[config.mk]
export PLATFORM = sky130hd
export DESIGN_NAME = stbs_ctrl
export DESIGN_NICKNAME = d
export VERILOG_FILES = /design/src/stbs_pkg.sv /design/src/stbs_ctrl.sv
export SDC_FILE = /design/constraint.sdc
export NUM_CORES = 1
export LEC_CHECK = 0
export BUFFER_PORTS_ARGS = -buffer_cell sky130_fd_sc_hd__buf_2
export CAP_MARGIN = 0
export CORE_AREA = 5 5 42 44
export DETAILED_ROUTE_END_ITERATION = 16
export DIE_AREA = 0 0 47 49
export SLEW_MARGIN = 10
export SYNTH_ARGS = -nofsm -noshare
export SYNTH_HDL_FRONTEND = slang
export SYNTH_SLANG_ARGS = --single-unit
[constraint.sdc]
create_clock -name clock -period 2.25 [get_ports clock]
set_input_delay 0.45 -clock clock [delete_from_list [all_inputs] [get_ports clock]]
set_output_delay 0.45 -clock clock [all_outputs]
set_load 0.02 [all_outputs]
[src/stbs_pkg.sv]
package stbs_pkg;

   // field widths fixed by the interface
   localparam int COUNT_W = 11;
   localparam int POS_W   = 10;
   localparam int DATA_W  = 32;
   // wide enough for any table address and for the largest table depth
   localparam int WIDE_W  = 17;

   // operation codes
   localparam logic OP_LOAD   = 1'b0;
   localparam logic OP_SEARCH = 1'b1;

   typedef enum logic [1:0] {
      ST_IDLE,
      ST_PROBE,
      ST_COMPARE,
      ST_FINISH
   } state_type;

   // controller to datapath
   typedef struct packed {
      logic write;   // load transfer: write one table entry
      logic start;   // search transfer: open the range, latch the target
      logic read;    // read the midpoint entry
      logic step;    // narrow the range after a miss
      logic hit;     // record a match
      logic emit;    // move the result into the output register
   } cmd_type;

   // datapath to controller
   typedef struct packed {
      logic empty;     // search range is empty
      logic match;     // probed entry equals the target
      logic out_busy;  // output register holds a result that is stalled
   } status_type;

endpackage

[src/stbs_ctrl.sv]
module stbs_ctrl (
   input  logic                clock,
   input  logic                reset,
   input  logic                req_valid,
   input  logic                req_operation,
   output logic                req_stall,
   input  stbs_pkg::status_type status,
   output stbs_pkg::cmd_type    cmd
);
   import stbs_pkg::*;

   state_type state_ff;
   state_type state_in;

   // state register
   always_ff @(posedge clock) begin
      if (reset) begin
         state_ff <= ST_IDLE;
      end else begin
         state_ff <= state_in;
      end
   end

   // input side is open only between searches
   assign req_stall = (state_ff != ST_IDLE);

   // next state and commands
   always_comb begin
      state_in = state_ff;
      cmd      = '0;
      unique case (state_ff)
         ST_IDLE: begin
            if (req_valid) begin
               if (req_operation == OP_SEARCH) begin
                  cmd.start = 1'b1;
                  state_in  = ST_PROBE;
               end else begin
                  cmd.write = 1'b1;
               end
            end
         end
         ST_PROBE: begin
            if (status.empty) begin
               state_in = ST_FINISH;
            end else begin
               cmd.read = 1'b1;
               state_in = ST_COMPARE;
            end
         end
         ST_COMPARE: begin
            if (status.match) begin
               cmd.hit  = 1'b1;
               state_in = ST_FINISH;
            end else begin
               cmd.step = 1'b1;
               state_in = ST_PROBE;
            end
         end
         ST_FINISH: begin
            if (!status.out_busy) begin
               cmd.emit = 1'b1;
               state_in = ST_IDLE;
            end
         end
         default: begin
            state_in = ST_IDLE;
         end
      endcase
   end

endmodule

==> results of run 1 <==
==> power by group through the flow <==
stage,Sequential (mW),Clock (mW),Combinational [mW]
global route,0.0448,0.0908,0.0564
CTS,0.0441,0.0857,0.0536
detailed placement,0.0446,0,0.0534
global placement,0.0446,0,0.0528
finish,0.0441,0.0805,0.0524
floorplan,0.0436,0,0.0348
==> worst paths after layout <==
check	endpoint	slack, ns	depth (start not counted)
setup / recovery	cmd[4]	0.60	3
hold / removal	state_ff[1]	0.44	2
setup reg to reg	state_ff[0]	1.35	2
hold reg to reg	state_ff[1]	0.53	2
==> Yosys cell counts <==
cell type	count
nor3_1	1
a21oi_1	1
and3_1	1
inv_2	1
dfxtp_1	2
nor3b_4	1
nor2_1	2
a2111oi_4	1
nand2_1	3
or2_1	1
o21ai_0	1
nor3b_2	1
inv_1	2
==> per-layer routing <==
layer	up-vias	GRT usage, %
met3	0	4.43
li1	94	-
met1	88	2.63
met4	0	4.15
met5	-	0
met2	9	7.24
==> area by class of cell <==
cell class	instances	area (um2)
inverters	3	11.3
clock buffers	3	22.5
repair buffers	13	65.1
multi-input cells	13	105
fillers	175	1140
well taps	16	20.0
flip-flops and latches	2	40.0
==> critical path: cells and delay by family (launching register included) <==
kind | cells | cell delay (ns)
flip-flops | 1 | 0.33
buffers and inverters | 1 | 0.16
AND/OR/NAND/NOR | 2 | 0.48
==> through the flow <==
step / hold slack (ns) / instances
after CTS: 0.433 / 50
after floorplan: 0.489 / 18
after global placement: 0.529 / 47
final: 0.442 / 50
after global routing: 0.438 / 50
after detailed placement: 0.523 / 47
==> kinds of logic after synthesis <==
group,count (synthesis)
buffers and inverters,3
flip-flops,2
AND/OR/NAND/NOR,10
AO/OA/AOI/OAI,3
==> results.txt, run 1 <==
status = completed
Tightest Pin Transition = 0.324 ns
met2 WL = 255 um
Worst-path clk slew = 0.03 ns
Hold-fix buffers, CTS = 0
sequential power share = 24.9%
CP endpoint kind = output port
Post-DP Area = 241 um2
setup ws final = 0.604 ns
routed len/inst = 9.14 um
synth warn = 0
overflow left after global routing = 0
post-synthesis register bit count = 2
mean area per synthesized cell = 8.69 um2
CP startpoint = state_ff[0]
share of cells above drive strength 1 = 58.8%
arrival time worst endpoint = 1.20 ns
Comb pwr share = 29.6%
slowest stage cell, crit path = dfxtp_1
First-pass DRT Iterations = 2
HP Class = primary input to register
# setup viols final = 0
Switch Pwr = 0.0568 mW
Largest regs = state_ff: 2 flops
syn nets = 25
design area = 264 um2
Yosys top cell area share = 25.6%
Synth Area in Compound Gates = 24.0%
Syn Inst Count = 18
Post-Synth Simple-Gate Area = 43.2%
RSZ-0062 raised after global routing = false
largest family of logic cells by synthesized area = simple AND/OR/NAND/NOR gates
R2R Path Start = state_ff[1]
ANT nets after route = 0
vias in the first global route = 173
Lkg Pwr = 0.143 nW
clock share of power = 45.5%
post-CTS sizing = 0
max_slew headroom = 78.3%
clock buffer count from CTS = 3
most frequent cells in the layout = buf_2, nand2_1, clkbuf_4
Pint = 0.120 mW
Max VDD drop = 0.119 mV
Tot GR Track Use = 4.57%
uppermost routed layer = met3
Final Skew = 0.000104 ns
global-route wire length before repair = 648 um
commonest non-fill, non-tap cell in the layout = buf_2
switching part of the total = 32.1%
Fmax = 608 MHz
die width = 47 um
CP cell instances = nor2_1, and3_1, buf_2
synthesized area = 156 um2
Ports = 14
Tot Pwr = 0.177 mW
Initial DRC Count = 1
Largest register FFs = 2
CTS Buffer Depth = 2
clk sinks = 2
PortBufs = 13
num rows = 14
min cycle time layout = 1.65 ns
Post-CTS Setup Bufs = 0
crit share post-route = 73.2%
Synth Area in Adders = 0%
Yosys cell types = 13
dpl ws = 0.761 ns
mux cell area share after synthesis = 0%
pwr dens = 670 nW/um2
die area = 2300 um2
DRC Markers = 0
XOR/XNOR Fraction of Synth Area = 0%
Clock Latency Late Sink = 0.22 ns
WS Path Type = register to output port
Yosys top cell by area = dfxtp_1
Slew Limit Fails = 0
Biggest register = state_ff
Vias/cell = 3.82
root buf cell = clkbuf_4
Die H = 49 um
area added between synthesis and finish = 68.8%
post-synthesis sequential area ratio = 25.6%
largest net degree at the start of global routing = 7
Initial Utilization = 11.2%
number of hold violations in the final report = 0
diodes inserted = 0
layout net count = 43
initial antenna violation count = 0
DR vias = 191
ranking of synthesized cells by area = dfxtp_1, a2111oi_4, nor3b_4, nor3b_2, nand2_1
htree depth = 1
met3 wire length = 61 um
setup tns final = 0 ns
CP required = 1.80 ns
total of max-cap violations = 0
min-delay src = reset
RD Place Congestion = 0.546
CP max FO = 6
CP startpoint kind = register
Final Util = 18.8%
Core Area = 1400 um2
M1 WL = 140 um
final wirelength = 457 um
TritonCTS clock tree = yes
Crit path largest cell delay = 0.33 ns
Power figures use the tool's default switching activity.
==> run 2: changes to the inputs <==
- ABC_AREA: default -> 1
- clock period: 2.25 -> 1.4 ns (I/O delays scaled with it)
==> run 2 against run 1 <==
Synthesized cell count is 39% higher. Worst hold slack got worse by 0.21 ns. Core utilization decreased by 1.2 points. Largest power group unchanged. Highest routed layer is now met4.
==> results.txt, run 2 <==
Ports = 14
Largest register FFs = 2
pwr dens = 1100 nW/um2
EDFF count, synth = 0
TritonCTS clock tree = yes
Yosys top cell by area = dfxtp_1
Lkg Pwr = 0.158 nW
syn nets = 32
Syn Inst Count = 25
status = completed
commonest non-fill, non-tap cell in the layout = buf_2
Tot GR Track Use = 4.43%
post-synthesis register bit count = 2
Tot Pwr = 0.273 mW
DR vias = 197
die area = 2300 um2
dpl ws = 0.281 ns
ANT nets after route = 0
WP buf/inv = 2
max_slew headroom = 86.6%
Fmax = 764 MHz
CP cell instances = nor2_2, inv_1, nor2_1, buf_2
First-pass DRT Iterations = 1
layout net count = 50
Post-Synth Simple-Gate Area = 45.5%
Synth Area in Adders = 0%
clock buffer count from CTS = 3
initial antenna violation count = 0
area added between synthesis and finish = 80.0%
R2R Path Start = state_ff[0]
die width = 47 um
crit share post-route = 93.5%
diodes inserted = 0
# setup viols final = 0
Yosys top cell area share = 29.1%
ranking of synthesized cells by area = dfxtp_1, nand2_1, inv_1, nor2_1, nand3b_1
synth cell count leaders = nand2_1, inv_1, nor2_1
overflow left after global routing = 0
Initial Utilization = 9.82%
Clock Latency Late Sink = 0.22 ns
root buf cell = clkbuf_4
XOR/XNOR Fraction of Synth Area = 0%
mean area per synthesized cell = 5.51 um2
CP endpoint kind = output port
Crit path largest cell delay = 0.35 ns
PortBufs = 13
Hold-fix buffers, CTS = 0
clk sinks = 2
Tightest Pin Transition = 0.200 ns
DRC Markers = 0
arrival time worst endpoint = 1.03 ns
flop2flop setup slack = 0.57 ns
final wirelength = 421 um
largest family of logic cells by synthesized area = simple AND/OR/NAND/NOR gates
CP max FO = 6
Final Skew = 0.000334 ns
Yosys cell types = 9
Core Area = 1400 um2
routed len/inst = 7.39 um
min cycle time layout = 1.31 ns
total of max-cap violations = 0
placed wire-length estimate = 352 um
global-route wire length before repair = 607 um
vias in the first global route = 179
CP delay by family, top = flip-flops
synthesized area = 138 um2
most used flip-flop cell after synthesis = dfxtp_1
synth warn = 0
HP Class = primary input to register
Max VDD drop = 0.207 mV
asr flop ratio synth = 0%
Initial DRC Count = 0
Worst-path clk slew = 0.03 ns
most frequent cell after synthesis = nand2_1
slowest stage cell, crit path = dfxtp_1
Die H = 49 um
num rows = 14
CP required = 1.12 ns
Biggest register = state_ff
RSZ-0062 raised after global routing = false
min-delay src = reset
Synth Area in Compound Gates = 9.09%
Post-CTS Setup Bufs = 0
post-synthesis sequential area ratio = 29.1%
RD Place Congestion = 0.649
setup tns final = 0 ns
CP startpoint = state_ff[0]
Vias/cell = 3.46
CTS Buffer Depth = 2
number of hold violations in the final report = 0
Largest regs = state_ff: 2 flops
share of cells above drive strength 1 = 41.5%
mux cell area share after synthesis = 0%
setup ws final = 0.0907 ns
Slew Limit Fails = 0
largest net degree at the start of global routing = 7
most frequent cells in the layout = buf_2, nand2_1, inv_1, nor2_1, clkbuf_4
htree depth = 1
CP startpoint kind = register
WS Path Type = register to output port
-- run 2: cell families (layout without fill, tap and decap cells) --
family,count (synthesis),after routing
AND/OR/NAND/NOR,15,15
buffers and inverters,6,22
flip-flops,2,2
AO/OA/AOI/OAI,2,2
-- run 2: where the power goes --
part | switching [mW] | internal, mW
combinational | 0.0446 | 0.0284
clock | 0.0332 | 0.0946
sequential | 0.00872 | 0.0634
total | 0.0866 | 0.187
-- run 2: layer usage --
metal / global-route usage (%) / wire (um) / vias up
met5: 0 / 0 / -
li1: - / - / 106
met3: 1.11 / 46 / 2
met1: 2.84 / 135 / 81
met2: 5.88 / 219 / 8
met4: 9.68 / 20 / 0
-- run 2: area by class of cell --
class	count	area, um2
fillers	170	1150
repair buffers	13	65.1
clock buffers	3	22.5
multi-input cells	17	77.6
inverters	6	22.5
flip-flops and latches	2	40.0
well taps	16	20.0
-- run 2: what timing repair did --
action	CTS	global route
gates resized for setup	0	1
hold endpoints to repair	0	0
setup endpoints to repair	0	2
-- run 2: worst paths after layout --
| path | to | cells after the start |
|---|---|---|
| setup / recovery | cmd[4] | 4 |
| setup reg to reg | state_ff[0] | 3 |
| hold reg to reg | state_ff[1] | 2 |
| hold / removal | state_ff[1] | 2 |
-- run 2: metrics by stage --
step                      utilization (%)  instances  hold slack, ns  cell area [um2]
after floorplan                         -         25           0.349              138
after CTS                            17.5         57           0.219              245
after global placement               15.9         54           0.459              223
final                                17.7         57           0.228              248
after global routing                 17.7         57           0.237              248
after detailed placement             15.9         54           0.462              223
==> run 3: changes to the inputs <==
- clock period: 1.4 -> 1.3 ns (I/O delays scaled with it)
==> run 3 against run 2 <==
Register-to-register slack worse by 0.05 ns. Sequential power rose by 12%. Design area up 6.1%. Sequential share of layout area increased by 0.98 points.
==> results.txt, run 3 (synthesis gave the netlist of run 2 again) <==
Final Skew = 0.000835 ns
grt met3 use = 1.11%
Core Area = 1400 um2
num rows = 14
final cell count without fillers = 57
CP endpoint kind = output port
placed wire-length estimate = 349 um
Die H = 49 um
Tightest Pin Transition = 0.149 ns
status = completed
global-route wire length before repair = 669 um
DR vias = 201
die width = 47 um
setup tns final = 0 ns
Slew Limit Fails = 0
met1 usage = 3.72%
clk sinks = 2
share of cells above drive strength 1 = 46.3%
Largest regs = state_ff: 2 flops
Hold-fix buffers, CTS = 0
Ports = 14
Fmax = 810 MHz
vias in the first global route = 196
crit share post-route = 95.0%
flop2flop setup slack = 0.52 ns
# setup viols final = 0
min cycle time layout = 1.23 ns
R2R Path Start = state_ff[0]
die area = 2300 um2
First-pass DRT Iterations = 3
reg2reg path depth = 3
htree depth = 1
RR Endpoint = state_ff[0]
Vias/cell = 3.53
Largest register FFs = 2
total of max-cap violations = 0
Lkg Pwr = 0.161 nW
initial antenna violation count = 0
ANT nets after route = 0
RD Place Congestion = 0.651
arrival time worst endpoint = 0.97 ns
CP required = 1.04 ns
commonest non-fill, non-tap cell in the layout = buf_2
clock buffer count from CTS = 3
final wirelength = 429 um
HP Class = primary input to register
DRC Markers = 0
min-delay src = reset
root buf cell = clkbuf_4
overflow left after global routing = 0
Cells after DPL = 54
Clock Latency Late Sink = 0.22 ns
busiest grt layer = met4
WS Path Type = register to output port
max_slew headroom = 90.0%
number of hold violations in the final report = 0
RSZ-0062 raised after global routing = true
CTS Buffer Depth = 2
routed len/inst = 7.53 um
PortBufs = 13
CP max FO = 6
largest net degree at the start of global routing = 7
Tot GR Track Use = 4.78%
Biggest register = state_ff
TritonCTS clock tree = yes
most frequent cells in the layout = buf_2, nand2_1, inv_1, nor2_1, clkbuf_4
hold worst-path end = state_ff[1]
CP startpoint kind = register
Hold Path Depth = 2
pwr dens = 1160 nW/um2
Max VDD drop = 0.223 mV
Initial DRC Count = 3
diodes inserted = 0
Post-CTS Setup Bufs = 0
Worst-path clk slew = 0.03 ns
Initial Utilization = 9.82%
layout net count = 50
met2 usage = 6.11%
area added between synthesis and finish = 90.9%
==> run 3: cell counts in the layout (fill, tap and decap cells not counted) <==
Identical to the previous run, type by type.
==> run 3: how the worst max path moves through the flow <==
| stage | endpoint | slack, ns | from | depth (start not counted) |
|---|---|---|---|---|
| 2_1_floorplan | cmd[4] | 0.10 | state_ff[0] | 3 |
| 3_3_place_gp | cmd[4] | 0.22 | state_ff[0] | 4 |
| 3_5_place_dp | cmd[4] | 0.18 | state_ff[0] | 4 |
| 4_1_cts | cmd[4] | 0.007 | state_ff[0] | 4 |
| 5_1_grt | cmd[4] | -0.005 | state_ff[0] | 4 |
| 6_report | cmd[4] | 0.07 | state_ff[0] | 4 |
==> run 3: what timing repair did <==
item / in CTS / in global routing
pin swaps: 1 / 1
resized for setup: 4 / 3
endpoints found under the setup margin: 2 / 5
==> run 3: worst max-delay path, stage by stage (launching register included) <==
cell and delay [ns]:
dfxtp_2 0.34, nor2_4 0.12, inv_1 0.06, nor2_1 0.08
buf_4 0.14
==> run 3: area by class of cell <==
cell class,count,area (um2)
Clock buffer,3,22.5
Fill cell,169,1140
Inverter,6,22.5
Multi-Input combinational cell,17,82.6
Sequential cell,2,45.0
Tap cell,16,20.0
Timing Repair Buffer,13,70.1
==> run 3: routing by layer <==
layer  share of wire, %  vias to the layer above
met4                4.9                        0
met5                  0                        -
met3                 11                        2
met2                 51                        8
met1                 33                       83
li1                   -                      108
==> run 3: power breakdown <==
group          switching [mW]  internal, mW
Combinational          0.0487        0.0354
Clock                  0.0374         0.102
Sequential             0.0115        0.0692
==> run 3: per-stage QoR <==
step	utilization [%]	hold WS [ns]	setup slack (ns)	instance area, um2	power [mW]
finish	18.8	0.198	0.0655	263	0.304
global route	18.8	0.202	-0.00491	263	0.324
CTS	18.1	0.189	0.00661	254	0.312
detailed placement	15.9	0.439	0.182	223	0.157
global placement	15.9	0.438	0.221	223	0.156
floorplan	-	0.329	0.104	138	0.126
